**src/sv/vqda_pkg.sv**
```systemverilog
// Shared opcodes, error codes and free-map control types for the descriptor allocator.
package vqda_pkg;

    localparam logic [1:0] OP_ALLOC_ONE   = 2'd0;
    localparam logic [1:0] OP_ALLOC_THREE = 2'd1;
    localparam logic [1:0] OP_FREE_ONE    = 2'd2;
    localparam logic [1:0] OP_FREE_CHAIN  = 2'd3;

    localparam logic [1:0] ERR_OK    = 2'd0;
    localparam logic [1:0] ERR_EMPTY = 2'd1;
    localparam logic [1:0] ERR_RANGE = 2'd2;
    localparam logic [1:0] ERR_FREE  = 2'd3;

    typedef struct packed {
        logic       clear;      // restart search: drop picks, back to group zero
        logic       take;       // mark current hit as picked
        logic       advance;    // move to next group
        logic       commit;     // picked descriptors become allocated
        logic       release_en; // descriptor at idx becomes free
        logic [7:0] idx;        // query / release index
    } t_fm_cmd;

    typedef struct packed {
        logic       hit;
        logic [7:0] hit_idx;
        logic       last_grp;
        logic       query_free;
    } t_fm_stat;

endpackage

```
**src/sv/vqda_ram.sv**
```systemverilog
// Generic single-write, single-read RAM with registered read data.
module vqda_ram #(
    parameter int WIDTH = 8,
    parameter int DEPTH = 8
) (
    input  logic                     i_clk,
    input  logic                     i_we,
    input  logic [$clog2(DEPTH)-1:0] i_waddr,
    input  logic [WIDTH-1:0]         i_wdata,
    input  logic [$clog2(DEPTH)-1:0] i_raddr,
    output logic [WIDTH-1:0]         o_rdata
);

    logic [WIDTH-1:0] r_mem [DEPTH];
    logic [WIDTH-1:0] r_rdata;

    always_ff @(posedge i_clk) begin
        if (i_we) begin
            r_mem[i_waddr] <= i_wdata;
        end
        r_rdata <= r_mem[i_raddr];
    end

    assign o_rdata = r_rdata;

endmodule

```
**src/sv/vqda_freemap.sv**
```systemverilog
// Free map flops with a group-at-a-time lowest-free search and pick mask.
module vqda_freemap #(
    parameter int DESC_COUNT = 8
) (
    input  logic               i_clk,
    input  logic               i_rst_n,
    input  vqda_pkg::t_fm_cmd  i_cmd,
    output vqda_pkg::t_fm_stat o_stat
);

    localparam int IW    = $clog2(DESC_COUNT);
    localparam int FM_N  = 2 ** IW;
    localparam int GRP_W = (DESC_COUNT < 32) ? DESC_COUNT : 32;
    localparam int NGRP  = (DESC_COUNT + GRP_W - 1) / GRP_W;
    localparam int GIW   = (NGRP > 1) ? $clog2(NGRP) : 1;
    localparam int EW    = $clog2(GRP_W);

    logic [FM_N-1:0]  r_free;
    logic [FM_N-1:0]  r_pick;
    logic [GIW-1:0]   r_grp;
    logic [FM_N-1:0]  cand;
    logic [GRP_W-1:0] grp_bits;
    logic [EW-1:0]    enc;
    logic [7:0]       hit_idx;

    always_comb begin
        cand     = r_free & ~r_pick;
        grp_bits = cand[r_grp * GRP_W +: GRP_W];
        enc      = '0;
        for (int i = GRP_W - 1; i >= 0; i--) begin
            if (grp_bits[i]) begin
                enc = EW'(i);
            end
        end
        hit_idx = 8'(int'(r_grp) * GRP_W + int'(enc));
    end

    assign o_stat.hit        = |grp_bits;
    assign o_stat.hit_idx    = hit_idx;
    assign o_stat.last_grp   = (r_grp == GIW'(NGRP - 1));
    assign o_stat.query_free = r_free[i_cmd.idx[IW-1:0]];

    always_ff @(posedge i_clk) begin
        if (!i_rst_n) begin
            for (int i = 0; i < FM_N; i++) begin
                r_free[i] <= (i < DESC_COUNT);
            end
            r_pick <= '0;
            r_grp  <= '0;
        end else begin
            if (i_cmd.clear) begin
                r_pick <= '0;
                r_grp  <= '0;
            end else begin
                if (i_cmd.take) begin
                    r_pick[hit_idx[IW-1:0]] <= 1'b1;
                end
                if (i_cmd.advance) begin
                    r_grp <= r_grp + 1'b1;
                end
            end
            if (i_cmd.commit) begin
                r_free <= r_free & ~r_pick;
            end else if (i_cmd.release_en) begin
                r_free[i_cmd.idx[IW-1:0]] <= 1'b1;
            end
        end
    end

endmodule

```
**src/sv/virtqueue_descriptor_allocator.sv**
```systemverilog
// Alloc searches the free map in S_SEARCH, a 32-descriptor group at a time, writes the last link
// and commits in S_TAIL and loads the result in S_DONE; frees visit descriptors in S_WALK, and a
// range error on a free goes straight to S_DONE. One item at a time: the next beat is taken the
// cycle after the result is registered. Chain walks do one link RAM read per descriptor, alloc
// one free-map pick per cycle while its group has a free one. Sync reset marks all descriptors free;
// the link RAM is not cleared, since every link is written when its descriptor is allocated.
module virtqueue_descriptor_allocator #(
    parameter int DESC_COUNT = 8
) (
    input  logic       i_clk,
    input  logic       i_rst_n,
    input  logic       i_valid,
    output logic       o_stall,
    input  logic [1:0] i_opcode,
    input  logic [7:0] i_desc_index,
    output logic       o_valid,
    input  logic       i_stall,
    output logic [1:0] o_error_code,
    output logic [7:0] o_first_index,
    output logic [7:0] o_second_index,
    output logic [7:0] o_third_index,
    output logic [8:0] o_freed_count
);

    localparam int IW = $clog2(DESC_COUNT);

    typedef enum logic [2:0] {
        S_IDLE,
        S_SEARCH,
        S_TAIL,
        S_WALK,
        S_DONE
    } t_state;

    t_state  r_state, n_state;
    logic [1:0]  r_op, n_op;
    logic [1:0]  r_err, n_err;
    logic [IW-1:0] r_k0, n_k0, r_k1, n_k1, r_k2, n_k2;
    logic [1:0]  r_npick, n_npick;
    logic [8:0]  r_cnt, n_cnt;
    logic [IW-1:0] r_cur, n_cur;
    logic        r_oval, n_oval;
    logic [1:0]  r_o_err, n_o_err;
    logic [7:0]  r_o_a, n_o_a, r_o_b, n_o_b, r_o_c, n_o_c;
    logic [8:0]  r_o_cnt, n_o_cnt;

    vqda_pkg::t_fm_cmd  fm_cmd;
    vqda_pkg::t_fm_stat fm_stat;

    logic          ram_we;
    logic [IW-1:0] ram_waddr;
    logic [IW:0]   ram_wdata;
    logic [IW-1:0] ram_raddr;
    logic [IW:0]   ram_rdata;
    logic          rd_has;
    logic [IW-1:0] rd_next;
    logic          load;

    assign rd_has  = ram_rdata[IW];
    assign rd_next = ram_rdata[IW-1:0];

    vqda_freemap #(.DESC_COUNT(DESC_COUNT)) u_freemap (
        .i_clk   (i_clk),
        .i_rst_n (i_rst_n),
        .i_cmd   (fm_cmd),
        .o_stat  (fm_stat)
    );

    vqda_ram #(.WIDTH(IW + 1), .DEPTH(DESC_COUNT)) u_link_ram (
        .i_clk   (i_clk),
        .i_we    (ram_we),
        .i_waddr (ram_waddr),
        .i_wdata (ram_wdata),
        .i_raddr (ram_raddr),
        .o_rdata (ram_rdata)
    );

    always_comb begin
        n_state   = r_state;
        n_op      = r_op;
        n_err     = r_err;
        n_k0      = r_k0;
        n_k1      = r_k1;
        n_k2      = r_k2;
        n_npick   = r_npick;
        n_cnt     = r_cnt;
        n_cur     = r_cur;
        fm_cmd    = '0;
        fm_cmd.idx = 8'(r_cur);
        ram_we    = 1'b0;
        ram_waddr = r_k0;
        ram_wdata = '0;
        ram_raddr = r_cur;
        load      = 1'b0;

        case (r_state)
            S_IDLE: begin
                ram_raddr = i_desc_index[IW-1:0];
                if (i_valid) begin
                    n_op    = i_opcode;
                    n_err   = vqda_pkg::ERR_OK;
                    n_k0    = '0;
                    n_k1    = '0;
                    n_k2    = '0;
                    n_npick = '0;
                    n_cnt   = '0;
                    n_cur   = i_desc_index[IW-1:0];
                    if (i_opcode == vqda_pkg::OP_ALLOC_ONE ||
                        i_opcode == vqda_pkg::OP_ALLOC_THREE) begin
                        fm_cmd.clear = 1'b1;
                        n_state      = S_SEARCH;
                    end else if ({1'b0, i_desc_index} < 9'(DESC_COUNT)) begin
                        n_state = S_WALK;
                    end else begin
                        n_err   = vqda_pkg::ERR_RANGE;
                        n_state = S_DONE;
                    end
                end
            end
            S_SEARCH: begin
                if (fm_stat.hit) begin
                    fm_cmd.take = 1'b1;
                    ram_wdata   = {1'b1, fm_stat.hit_idx[IW-1:0]};
                    case (r_npick)
                        2'd0: begin
                            n_k0 = fm_stat.hit_idx[IW-1:0];
                        end
                        2'd1: begin
                            n_k1      = fm_stat.hit_idx[IW-1:0];
                            ram_we    = 1'b1;
                            ram_waddr = r_k0;
                        end
                        default: begin
                            n_k2      = fm_stat.hit_idx[IW-1:0];
                            ram_we    = 1'b1;
                            ram_waddr = r_k1;
                        end
                    endcase
                    if (r_op == vqda_pkg::OP_ALLOC_ONE || r_npick == 2'd2) begin
                        n_state = S_TAIL;
                    end else begin
                        n_npick = r_npick + 2'd1;
                    end
                end else if (fm_stat.last_grp) begin
                    n_err   = vqda_pkg::ERR_EMPTY;
                    n_k0    = '0;
                    n_k1    = '0;
                    n_k2    = '0;
                    n_state = S_DONE;
                end else begin
                    fm_cmd.advance = 1'b1;
                end
            end
            S_TAIL: begin
                ram_we        = 1'b1;
                ram_waddr     = (r_op == vqda_pkg::OP_ALLOC_ONE) ? r_k0 : r_k2;
                ram_wdata     = '0;
                fm_cmd.commit = 1'b1;
                n_state       = S_DONE;
            end
            S_WALK: begin
                if (fm_stat.query_free) begin
                    n_err   = vqda_pkg::ERR_FREE;
                    n_state = S_DONE;
                end else begin
                    fm_cmd.release_en = 1'b1;
                    n_cnt             = r_cnt + 9'd1;
                    if (r_op == vqda_pkg::OP_FREE_CHAIN && rd_has) begin
                        if (9'(rd_next) < 9'(DESC_COUNT)) begin
                            n_cur     = rd_next;
                            ram_raddr = rd_next;
                        end else begin
                            n_err   = vqda_pkg::ERR_RANGE;
                            n_state = S_DONE;
                        end
                    end else begin
                        n_state = S_DONE;
                    end
                end
            end
            S_DONE: begin
                if (!r_oval || !i_stall) begin
                    load    = 1'b1;
                    n_state = S_IDLE;
                end
            end
            default: begin
                n_state = S_IDLE;
            end
        endcase

        n_oval  = load ? 1'b1 : (i_stall ? r_oval : 1'b0);
        n_o_err = load ? r_err : r_o_err;
        n_o_a   = load ? 8'(r_k0) : r_o_a;
        n_o_b   = load ? 8'(r_k1) : r_o_b;
        n_o_c   = load ? 8'(r_k2) : r_o_c;
        n_o_cnt = load ? r_cnt : r_o_cnt;
    end

    always_ff @(posedge i_clk) begin
        if (!i_rst_n) begin
            r_state <= S_IDLE;
            r_oval  <= 1'b0;
        end else begin
            r_state <= n_state;
            r_oval  <= n_oval;
        end
        r_op    <= n_op;
        r_err   <= n_err;
        r_k0    <= n_k0;
        r_k1    <= n_k1;
        r_k2    <= n_k2;
        r_npick <= n_npick;
        r_cnt   <= n_cnt;
        r_cur   <= n_cur;
        r_o_err <= n_o_err;
        r_o_a   <= n_o_a;
        r_o_b   <= n_o_b;
        r_o_c   <= n_o_c;
        r_o_cnt <= n_o_cnt;
    end

    assign o_stall        = (r_state != S_IDLE);
    assign o_valid        = r_oval;
    assign o_error_code   = r_o_err;
    assign o_first_index  = r_o_a;
    assign o_second_index = r_o_b;
    assign o_third_index  = r_o_c;
    assign o_freed_count  = r_o_cnt;

endmodule

```
**config.mk**
```make
export PLATFORM = sky130hd
export DESIGN_NAME = virtqueue_descriptor_allocator
export DESIGN_NICKNAME = d
export VERILOG_FILES = /design/src/sv/vqda_pkg.sv /design/src/sv/vqda_ram.sv /design/src/sv/vqda_freemap.sv /design/src/sv/virtqueue_descriptor_allocator.sv
export SDC_FILE = /design/constraint.sdc
export NUM_CORES = 1
export LEC_CHECK = 0
export BUFFER_PORTS_ARGS = -buffer_cell sky130_fd_sc_hd__buf_2
export CAP_MARGIN = 10
export CORE_ASPECT_RATIO = 1.5
export CORE_MARGIN = 5
export CORE_UTILIZATION = 50
export CTS_CLUSTER_SIZE = 8
export DETAILED_ROUTE_END_ITERATION = 6
export PLACE_DENSITY = 0.67
export SLEW_MARGIN = 20
export SYNTH_ARGS = -nofsm -noshare
export SYNTH_HDL_FRONTEND = slang
export SYNTH_SLANG_ARGS = --single-unit
```
**constraint.sdc**
```tcl
create_clock -name i_clk -period 3.1 [get_ports i_clk]
set_input_delay 0.465 -clock i_clk [delete_from_list [all_inputs] [get_ports i_clk]]
set_output_delay 0.465 -clock i_clk [all_outputs]
set_load 0.02 [all_outputs]
```
== Yosys cells after proc, flatten, opt, wreduce, memory -nomap -nowiden ==
Memory sizes are Yosys's and may differ from the RTL's. A register that Yosys moved wholly into a read port is not among the register bits.
Cells that the tools add are included.

* Output and inout port bits: 37
* Input port bits: 14
* Word-level logic and storage cells: 167
* Memories: 1
* Bits in registers: 68
* Memory bits (writable): 32

{| class="wikitable"
|+ Memories
! memory !! words !! bits a word !! read ports !! clocked after Yosys merged registers in !! write ports !! RTL line !! text
|-
| u_link_ram.r_mem || 8 || 4 || 1 || 1 || 1 || vqda_ram.sv:14 || <nowiki>logic [WIDTH-1:0] r_mem [DEPTH];</nowiki>
|}

* Add/sub/neg operators: 4
* Magnitude comparators: 5
* Multiplexer cells: 81
* Reduce and logical (&&, ||, !) cells: 29
* Equal/unequal tests: 23
* Shift operators: 1
* Bitwise gates (word level): 5

{| class="wikitable"
|+ Operators with widths
! kind !! count
|-
| $mux 3 || 31
|-
| $pmux 3 s2 || 6
|-
| $mux 1 || 20
|-
| $mux 2 || 10
|-
| $mux 9 || 2
|-
| $pmux 9 s2 || 1
|-
| $mux 8 || 2
|-
| $ne 2x2->1 const B || 8
|-
| $or 8x8->8 || 2
|-
| $reduce_and 4->1 || 4
|-
| $pmux 3 s5 || 1
|-
| $ne 3x3->1 const B || 4
|-
| $reduce_and 5->1 || 2
|-
| $add 9x1->9 const B || 1
|-
| $and 8x8->8 || 1
|-
| $lt 3x4->1 const B || 2
|-
| $lt 8x4->1 const B || 1
|-
| $mux 4 || 2
|-
| $not 8->8 || 1
|-
| $reduce_or 8->1 || 1
|-
| $shiftx 8x5->8 || 1
|-
| $demux 1 s3 || 2
|-
| $eq 3x2->1 const B || 2
|-
| $ge 3x1->1 const B || 2
|-
| 24 further kinds || 39
|}

== Depth between registers and ports, before layout ==
Gate-level depths: netlist of the first run.

* Depth in word-level cells: 17
* Depth in mapped cells: 8
* Mapped depth without buffers: 7

== Cells and area by module ==
A second synthesis of the first run with hierarchy kept.

* Cell total of the unflattened synthesis: 382
* Area, all modules: 4787.1 µm²

{| class="wikitable"
|+ By module, submodules not included
! module !! cells each !! times used !! seq. area each (µm²) !! area each (µm²)
|-
| virtqueue_descriptor_allocator || 187 || 1 || 1491.4 || 2372.3
|-
| vqda_ram || 63 || 1 || 1041.0 || 1370.1
|-
| vqda_freemap || 132 || 1 || 340.3 || 1044.8
|}

== Least setup slack after synthesis of the first run ==
No wires, ideal clock.

* Path type: register to register
* Start: register r_cur[0]
* End: register u_link_ram.r_rdata[0] (netlist: u_link_ram.o_rdata[0]) (read register of u_link_ram.r_mem)
* Slack: 0.607 ns
* Clock period less this slack: 2.493 ns
* Setup time: 0.134 ns
* Arrival time: 2.358 ns
* Required time: 2.966 ns
* Path buffers: 2
* Cell stages (with the launch flop): 9
* Cells stage by stage: edfxtp_1 buf_6 mux2i_1 a22oi_1 a211oi_4 o211ai_4 buf_6 mux2_2 mux4_2

* Cells in the longest elaborated chain, start to end: 4
* Elaborated cells between the ends (all ways): 5
* Those cells by class: 5 x mux

{| class="wikitable"
|+ RTL lines
! what !! RTL line !! text
|-
| from (decl) || virtqueue_descriptor_allocator.sv:41 || <nowiki>logic [IW-1:0] r_cur, n_cur;</nowiki>
|-
| from (signal assigned) || virtqueue_descriptor_allocator.sv:215 || <nowiki>r_cur <= n_cur;</nowiki>
|-
| $bmux 1 s3 || vqda_freemap.sv:41 || <nowiki>assign o_stat.query_free = r_free[i_cmd.idx[IW-1:0]];</nowiki>
|-
| $mux 1 (implied by the code) || vqda_freemap.sv:41 ||
|-
| $mux 3 || -- ||
|-
| $pmux 3 s2 (*) || virtqueue_descriptor_allocator.sv:96 || <nowiki>case (r_state)</nowiki>
|-
| to (decl) || vqda_ram.sv:15 || <nowiki>logic [WIDTH-1:0] r_rdata;</nowiki>
|}

Every way passes the cells marked *; elsewhere a longest branch is shown, timed or not. The select of a mux whose other input is x is not followed.
A chain may end at the register's enable or synchronous reset.

== Worst setup path after layout of the first run ==
* Start: register r_cur[0]
* End: register u_link_ram.r_rdata[3] (netlist: u_link_ram.o_rdata[3]) (read register of u_link_ram.r_mem)

Same word-level chain as after synthesis.

==> summary.md, run 1 <==
| Metric | Value |
|---|---|
| FF+latch count, synth | 104 |
| Clock power share | 37.3% |
| Crit end category | flop |
| Final-report setup violation count | 0 |
| Slew of the pin with the lowest slew margin | 0.797 ns |
| Number of flops mapped to enable cells by yosys | 79 |
| Height of the die | 129 um |
| Reg2reg start | r_cur[0] |
| Via Count | 3146 |
| Number of rows created at floorplan | 43 |
| Max Transition Viols Final | 0 |
| Most frequent cell after synthesis | edfxtp_1 |
| Arithmetic-cell share of the synthesized area counting full adders, half adders and majority gates | 1.06% |
| Seq/Total Area, Yosys | 61.0% |
| Run status | finished clean |
| Sequence of cells on the critical path | mux2i_1 > a22oi_1 > a211oi_4 > o211ai_4 > mux2_2 > mux4_2 |
| Number of gates resized after CTS | 0 |
| Setup crit end | u_link_ram.o_rdata[3] |
| GRT Util Overall | 18.5% |
| Top-Level Pins | 51 |
| Synth cell count leaders | 79 x edfxtp_1, 43 x nor2_1, 27 x nand2_1, 25 x dfxtp_1, 20 x o21ai_0 |
| Setup slack, reg-to-reg | 0.26 ns |
| Worst slew margin relative to its limit | 46.2% |
| Top achievable clock speed | 352 MHz |
| Async S/R FF share, synth | 0% |
| Sum of routed wire length over all layers | 9.89 mm |
| Average wire length per cell after detail routing | 17.6 um |
| Post-Synthesis Cell Area | 4710 um^2 |
| Distinct cell type count of the synthesized netlist | 51 |
| Number of antenna cells inserted | 0 |
| Max Clock Skew | 0.00791 ns |
| Stage delay of the slowest cell on the critical path | 0.54 ns |
| Die Wd | 89.2 um |
| Count of hold buffers inserted by post-cts repair | 0 |
| Min Clock Period, post-route | 2.84 ns |
| Post-synthesis cell count | 390 |
| Maximum fanout along the worst path | 16 |
| Max stage delay cell, worst path | edfxtp_1 |
| Average via count per standard cell | 5.59 |
| Main combinational cell family by area after synthesis | simple AND/OR/NAND/NOR gates |
| DRC violations left | 0 |
| Worst setup path class | flop to flop |
| Number of placed instances with taps included | 547 |
| Violation count after the first detailed-route iteration | 154 |
| Leakage | 2.07 nW |
| Final cell count without fillers | 563 |
| Required time of the worst setup path | 3.32 ns |
| Hold violation total from the final report | 0 |
| Endpoint of the most critical register-to-register path | u_link_ram.o_rdata[3] |
| CTS tree | done |
| Insertion delay to the later sink of the worst-skew pair | 0.34 ns |
| Number of antenna violations at the first check in global routing | 0 |
| Gate family responsible for the most delay along the worst path | compound AO/OA/AOI/OAI gates |
| Portion of the clock cycle consumed by the worst path in the final layout | 91.7% |
| Vias in the first global route | 3171 |
| Root buffer selected by CTS | clkbuf_16 |
| Fraction of post-synthesis cell area in the top cell type by area | 50.4% |
| Total of max-cap violations | 0 |
| Buffer levels on the longest clock path | 2 |
| Multiplexer area fraction after synthesis | 7.47% |
| Top cells by area in the synthesized netlist | edfxtp_1 50%, dfxtp_1 11%, mux2_2 3.6%, nor2_1 3.4%, buf_4 2.4% |
| Power density over the cells | 633 nW/um^2 |
| Startpoint of the most critical setup path | r_cur[0] |
| RSZ-0062 raised after global routing | false |
| Critical path depth | 6 |
| Most frequently used flop master after synthesis | edfxtp_1 |
| Hold Path Class | input port to flop |
| Fraction of synthesized cell area in xor and xnor cells | 1.30% |
| Switching part of the total | 24.4% |
| Setup TNS Final | 0 ns |
| Peak supply drop | 0.375 mV |
| H-Tree Depth | 3 |
| Synth Warn # | 0 |
| Number of sinks handled by clock tree synthesis | 104 |
| Synthesis-to-finish area growth | 15.2% |
| Sequential power share | 49.1% |
| Combinational share of power | 13.6% |
| Internal power | 2.59 mW |
| Count of buffering cells on the critical path with inverters included | 0 |
| Antenna Violating Nets Remaining | 0 |
| Weighted congestion reported at the end of routability-driven placement | 0.870 |
| Aggregate global routing overflow | 0 |
| Die area | 11500 um^2 |
| Worst reg-to-reg path cell count | 6 |
| CP startpoint kind | flop |
| CP Data Arrival Time | 3.06 ns |
| Clock Pin Slew Worst Setup and Hold Paths | 0.07 ns |
| Number of cells traversed by the worst hold path | 1 |
| Sum of net half-perimeters after detailed placement | 7.50 mm |
| Cell type with the highest aggregate area in the netlist | edfxtp_1 |
| Switching power total | 839 uW |
| Simple-gate portion of the synthesized area | 13.0% |
| Post-CTS setup repair buffer count | 0 |
| Maximum number of pins on one net before global-route repair | 21 |
| Number of buffers created by CTS | 9 |
| Final Net Count | 464 |
| Initial core utilization | 50.9% |
| Global-route wire length before repair | 15.8 mm |
| Compound-cell area share of the yosys netlist | 11.3% |
| Share of cells above drive strength 1 | 22.0% |
| Average footprint of a synthesized cell | 12.1 um^2 |
| Number of optimization iterations in the first detailed-route pass | 4 |
| Port-buffer cells | 35 |
| Core Region | 9250 um^2 |
layout by cell type, fill, tap and decap left out, drive strengths merged, types with 12 or more instances in the layout:
cell type,count
inv,17
nand2b,12
nor2,43
a21oi,18
conb,15
o21ai,21
nand2,27
dfxtp,25
mux2,17
buf,56
edfxtp,79
how the worst min path moves through the flow:
| stage | startpoint | to | slack, ns |
|---|---|---|---|
| floorplan | r_err[0] | o_error_code[0] | 0.40 |
| global placement | r_err[1] | o_error_code[1] | 0.40 |
| detailed placement | r_err[0] | o_error_code[0] | 0.41 |
| CTS | i_opcode[0] | r_op[0] | 0.30 |
| global route | i_opcode[0] | r_op[0] | 0.31 |
| finish | i_opcode[0] | r_op[0] | 0.31 |
layout make-up:
class | instances | area (um^2)
fillers | 774 | 3830
repair buffers | 56 | 333
multi-input cells | 259 | 1680
clock inverters | 7 | 118
flip-flops and latches | 104 | 2870
well taps | 112 | 140
clock buffers | 9 | 225
inverters | 16 | 60.1
metrics by stage:
step / area [um^2] / hold slack [ns] / power [mW] / util [%] / worst slack [ns]
2_1_floorplan: 4760 / 0.400 / 2.04 / - / 0.607
3_3_place_gp: 5070 / 0.403 / 2.17 / 54.8 / 0.383
3_5_place_dp: 5070 / 0.408 / 2.18 / 54.8 / 0.253
4_1_cts: 5420 / 0.300 / 3.46 / 58.5 / 0.251
5_1_grt: 5420 / 0.312 / 3.58 / 58.6 / 0.119
6_report: 5420 / 0.314 / 3.43 / 58.6 / 0.256
flip-flops by register name, indices dropped and copies added (netlist names):
| register | flops |
|---|---|
| o_freed_count | 9 |
| u_link_ram.o_rdata | 4 |
| o_first_index | 3 |
| r_k1 | 3 |
| r_cur | 3 |
| o_valid | 1 |
| u_freemap.r_pick | 8 |
| o_third_index | 3 |
| o_error_code | 2 |
| r_cnt | 9 |
| u_link_ram.r_mem | 32 |
| u_freemap.r_free | 8 |
| r_state | 3 |
| u_freemap.r_grp | 1 |
| r_err | 2 |
| r_op | 2 |
| o_second_index | 3 |
| r_k2 | 3 |
| r_k0 | 3 |
| r_npick | 2 |
power by group through the flow:
stage / combinational (mW) / clock [mW] / sequential (mW)
CTS: 0.466 / 1.31 / 1.69
floorplan: 0.326 / 0 / 1.72
detailed placement: 0.462 / 0 / 1.72
finish: 0.465 / 1.28 / 1.69
global placement: 0.451 / 0 / 1.71
global route: 0.513 / 1.36 / 1.70
metal layers:
layer	GRT usage (%)	part of all wire [%]	routed length, um	vias to the layer above
met1	20.6	38	3780	1518
met5	0	0	0	-
met2	32.1	53	5250	87
li1	-	-	-	1517
met3	4.16	4.9	481	24
met4	9.55	3.8	374	0
kinds of logic after synthesis:
group | count (synthesis)
buffers and inverters | 41
XOR/XNOR | 7
AO/OA/AOI/OAI | 78
multiplexers | 28
adder cells (fa/ha/maj) | 4
AND/OR/NAND/NOR | 127
other | 1
flip-flops | 104
No activity file was read; power rests on OpenSTA's default activity.
==> run 2: changes to the inputs <==
Settings changed: CORE_ASPECT_RATIO 1.5 to not set.
==> run 2 against run 1 <==
Setup slack better by 0.0010 ns. Non-clock buffer count decreased by 8. Clock skew is 0.0078 ns higher. Global-route usage down 0.85 points. Sequential cell count unchanged.
==> summary.md, run 2 (synthesis results as in run 1) <==
| Metric | Value |
|---|---|
| Run status | finished clean |
| Hold violation total from the final report | 0 |
| Peak supply drop | 0.224 mV |
| Most common cell after layout, fill and taps aside | edfxtp_1 |
| Die area | 11500 um^2 |
| Maximum number of pins on one net before global-route repair | 21 |
| Total of max-cap violations | 0 |
| Weighted congestion reported at the end of routability-driven placement | 0.859 |
| RSZ-0062 raised after global routing | false |
| Top achievable clock speed | 352 MHz |
| CTS tree | done |
| Number of optimization iterations in the first detailed-route pass | 4 |
| Crit end category | flop |
| Average wire length per cell after detail routing | 17.2 um |
| Average via count per standard cell | 5.62 |
| Max Clock Skew | 0.0157 ns |
| Hold Path Class | input port to flop |
| CP startpoint kind | flop |
| Number of gates resized after CTS | 0 |
| H-Tree Depth | 3 |
| Start point of the worst min-delay path | i_opcode[0] |
| Leakage | 1.94 nW |
| Number of buffers created by CTS | 9 |
| Max Transition Viols Final | 0 |
| Worst slew margin relative to its limit | 50.7% |
| Die Wd | 107 um |
| Worst setup path class | flop to flop |
| GRT Util Overall | 17.6% |
| Initial core utilization | 51.2% |
| Insertion delay to the later sink of the worst-skew pair | 0.37 ns |
| Final Net Count | 456 |
| Setup TNS Final | 0 ns |
| Number of antenna violations at the first check in global routing | 0 |
| Number of rows created at floorplan | 35 |
| Maximum fanout along the worst path | 16 |
| Height of the die | 107 um |
| Endpoint of the most critical register-to-register path | u_link_ram.o_rdata[1] |
| Top-Level Pins | 51 |
| Vias in the first global route | 2976 |
| Sum of routed wire length over all layers | 9.53 mm |
| Power density over the cells | 561 nW/um^2 |
| Share of cells above drive strength 1 | 20.8% |
| Buffer levels on the longest clock path | 2 |
| Number of flip-flops in the largest register | 32 |
| Number of placed instances with taps included | 538 |
| Clock Pin Slew Worst Setup and Hold Paths | 0.10 ns |
| Aggregate global routing overflow | 0 |
| Endpoint, Worst Hold | r_op[0] |
| FILL cells | 773 |
| Max stage delay cell, worst path | edfxtp_1 |
| Sum of net half-perimeters after detailed placement | 7.20 mm |
| DRC violations left | 0 |
| Portion of the clock cycle consumed by the worst path in the final layout | 91.7% |
| CP Data Arrival Time | 3.09 ns |
| Number of antenna cells inserted | 0 |
| Number of cells traversed by the worst hold path | 1 |
| Min Clock Period, post-route | 2.84 ns |
| Port-buffer cells | 35 |
| Setup slack, reg-to-reg | 0.26 ns |
| Synthesis-to-finish area growth | 10.3% |
| Hold_ws | 0.276 ns |
| Antenna Violating Nets Remaining | 0 |
| Global-route wire length before repair | 15.6 mm |
| Violation count after the first detailed-route iteration | 175 |
| Stage delay of the slowest cell on the critical path | 0.54 ns |
| Sequence of cells on the critical path | mux2i_1 > a22oi_1 > a211oi_4 > o211ai_4 > mux2_2 > mux4_2 |
| Via Count | 3115 |
| Reg2reg start | r_cur[0] |
| Post-CTS setup repair buffer count | 0 |
| Number of sinks handled by clock tree synthesis | 104 |
| Count of hold buffers inserted by post-cts repair | 0 |
| Count of buffering cells on the critical path with inverters included | 0 |
| Register name with the most flops | u_link_ram.r_mem |
| Required time of the worst setup path | 3.35 ns |
| Root buffer selected by CTS | clkbuf_8 |
| Worst reg-to-reg path cell count | 6 |
| Gate family responsible for the most delay along the worst path | compound AO/OA/AOI/OAI gates |
| Final-report setup violation count | 0 |
| Most used cells in the layout excluding fill and tap cells | 79 x edfxtp_1, 43 x nor2_1, 35 x buf_2 |
| Final cell count without fillers | 554 |
| Core Region | 9200 um^2 |
| Slew of the pin with the lowest slew margin | 0.735 ns |
-- run 2: cell types whose count changed in the layout (fill, tap and decap cells not counted), moves of 2 or more --
cell,before,now
clkinv_1,3,1
clkinv_4,0,2
bufinv_16,3,0
clkinvlp_4,0,2
clkbuf_16,9,0
clkbuf_8,0,9
buf_4,21,13
-- run 2: worst max path at each step --
stage / slack, ns / cells after the start / to / startpoint
after floorplan: 0.61 / 8 / u_link_ram.o_rdata[0] / r_cur[0]
after global placement: 0.36 / 6 / u_link_ram.o_rdata[0] / r_cur[0]
after detailed placement: 0.29 / 6 / u_link_ram.o_rdata[1] / r_cur[0]
after CTS: 0.27 / 6 / u_link_ram.o_rdata[1] / r_cur[0]
after global routing: 0.16 / 6 / u_link_ram.o_rdata[1] / r_cur[2]
final: 0.26 / 6 / u_link_ram.o_rdata[1] / r_cur[0]
-- run 2: metal layers --
layer	vias to the layer above	part of all wire (%)	track usage, %
met5	-	0	0
met4	0	1.5	5.57
met3	14	4.7	3.55
met2	85	49	28.7
met1	1521	45	23.7
li1	1495	-	-
-- run 2: through the flow --
step           util [%]  worst slack, ns  area (um^2)  power [mW]
2_1_floorplan         -            0.607         4760        2.04
3_3_place_gp       54.5            0.364         5010        2.16
3_5_place_dp       54.5            0.289         5010        2.17
4_1_cts            56.5            0.274         5190        2.94
5_1_grt            56.5            0.160         5190        3.05
6_report           56.5            0.257         5190        2.92
-- run 2: final cells by class --
cell class / count / area (um^2) / share of cell area [%]
Clock buffer: 10 / 128 / 2.46
Inverter: 16 / 60.1 / 1.16
Clock inverter: 6 / 52.6 / 1.01
Multi-Input combinational cell: 259 / 1670 / 32.1
Timing Repair Buffer: 48 / 273 / 5.25
Sequential cell: 104 / 2870 / 55.3
Tap cell: 111 / 139 / 2.67
-- run 2: power by group --
part	switching, mW	internal (mW)	total [mW]	leakage [nW]
logic	0.279	0.178	0.457	0.879
registers	0.0657	1.62	1.68	0.980
clock network	0.471	0.304	0.775	0.0850
total	0.815	2.10	2.91	1.94
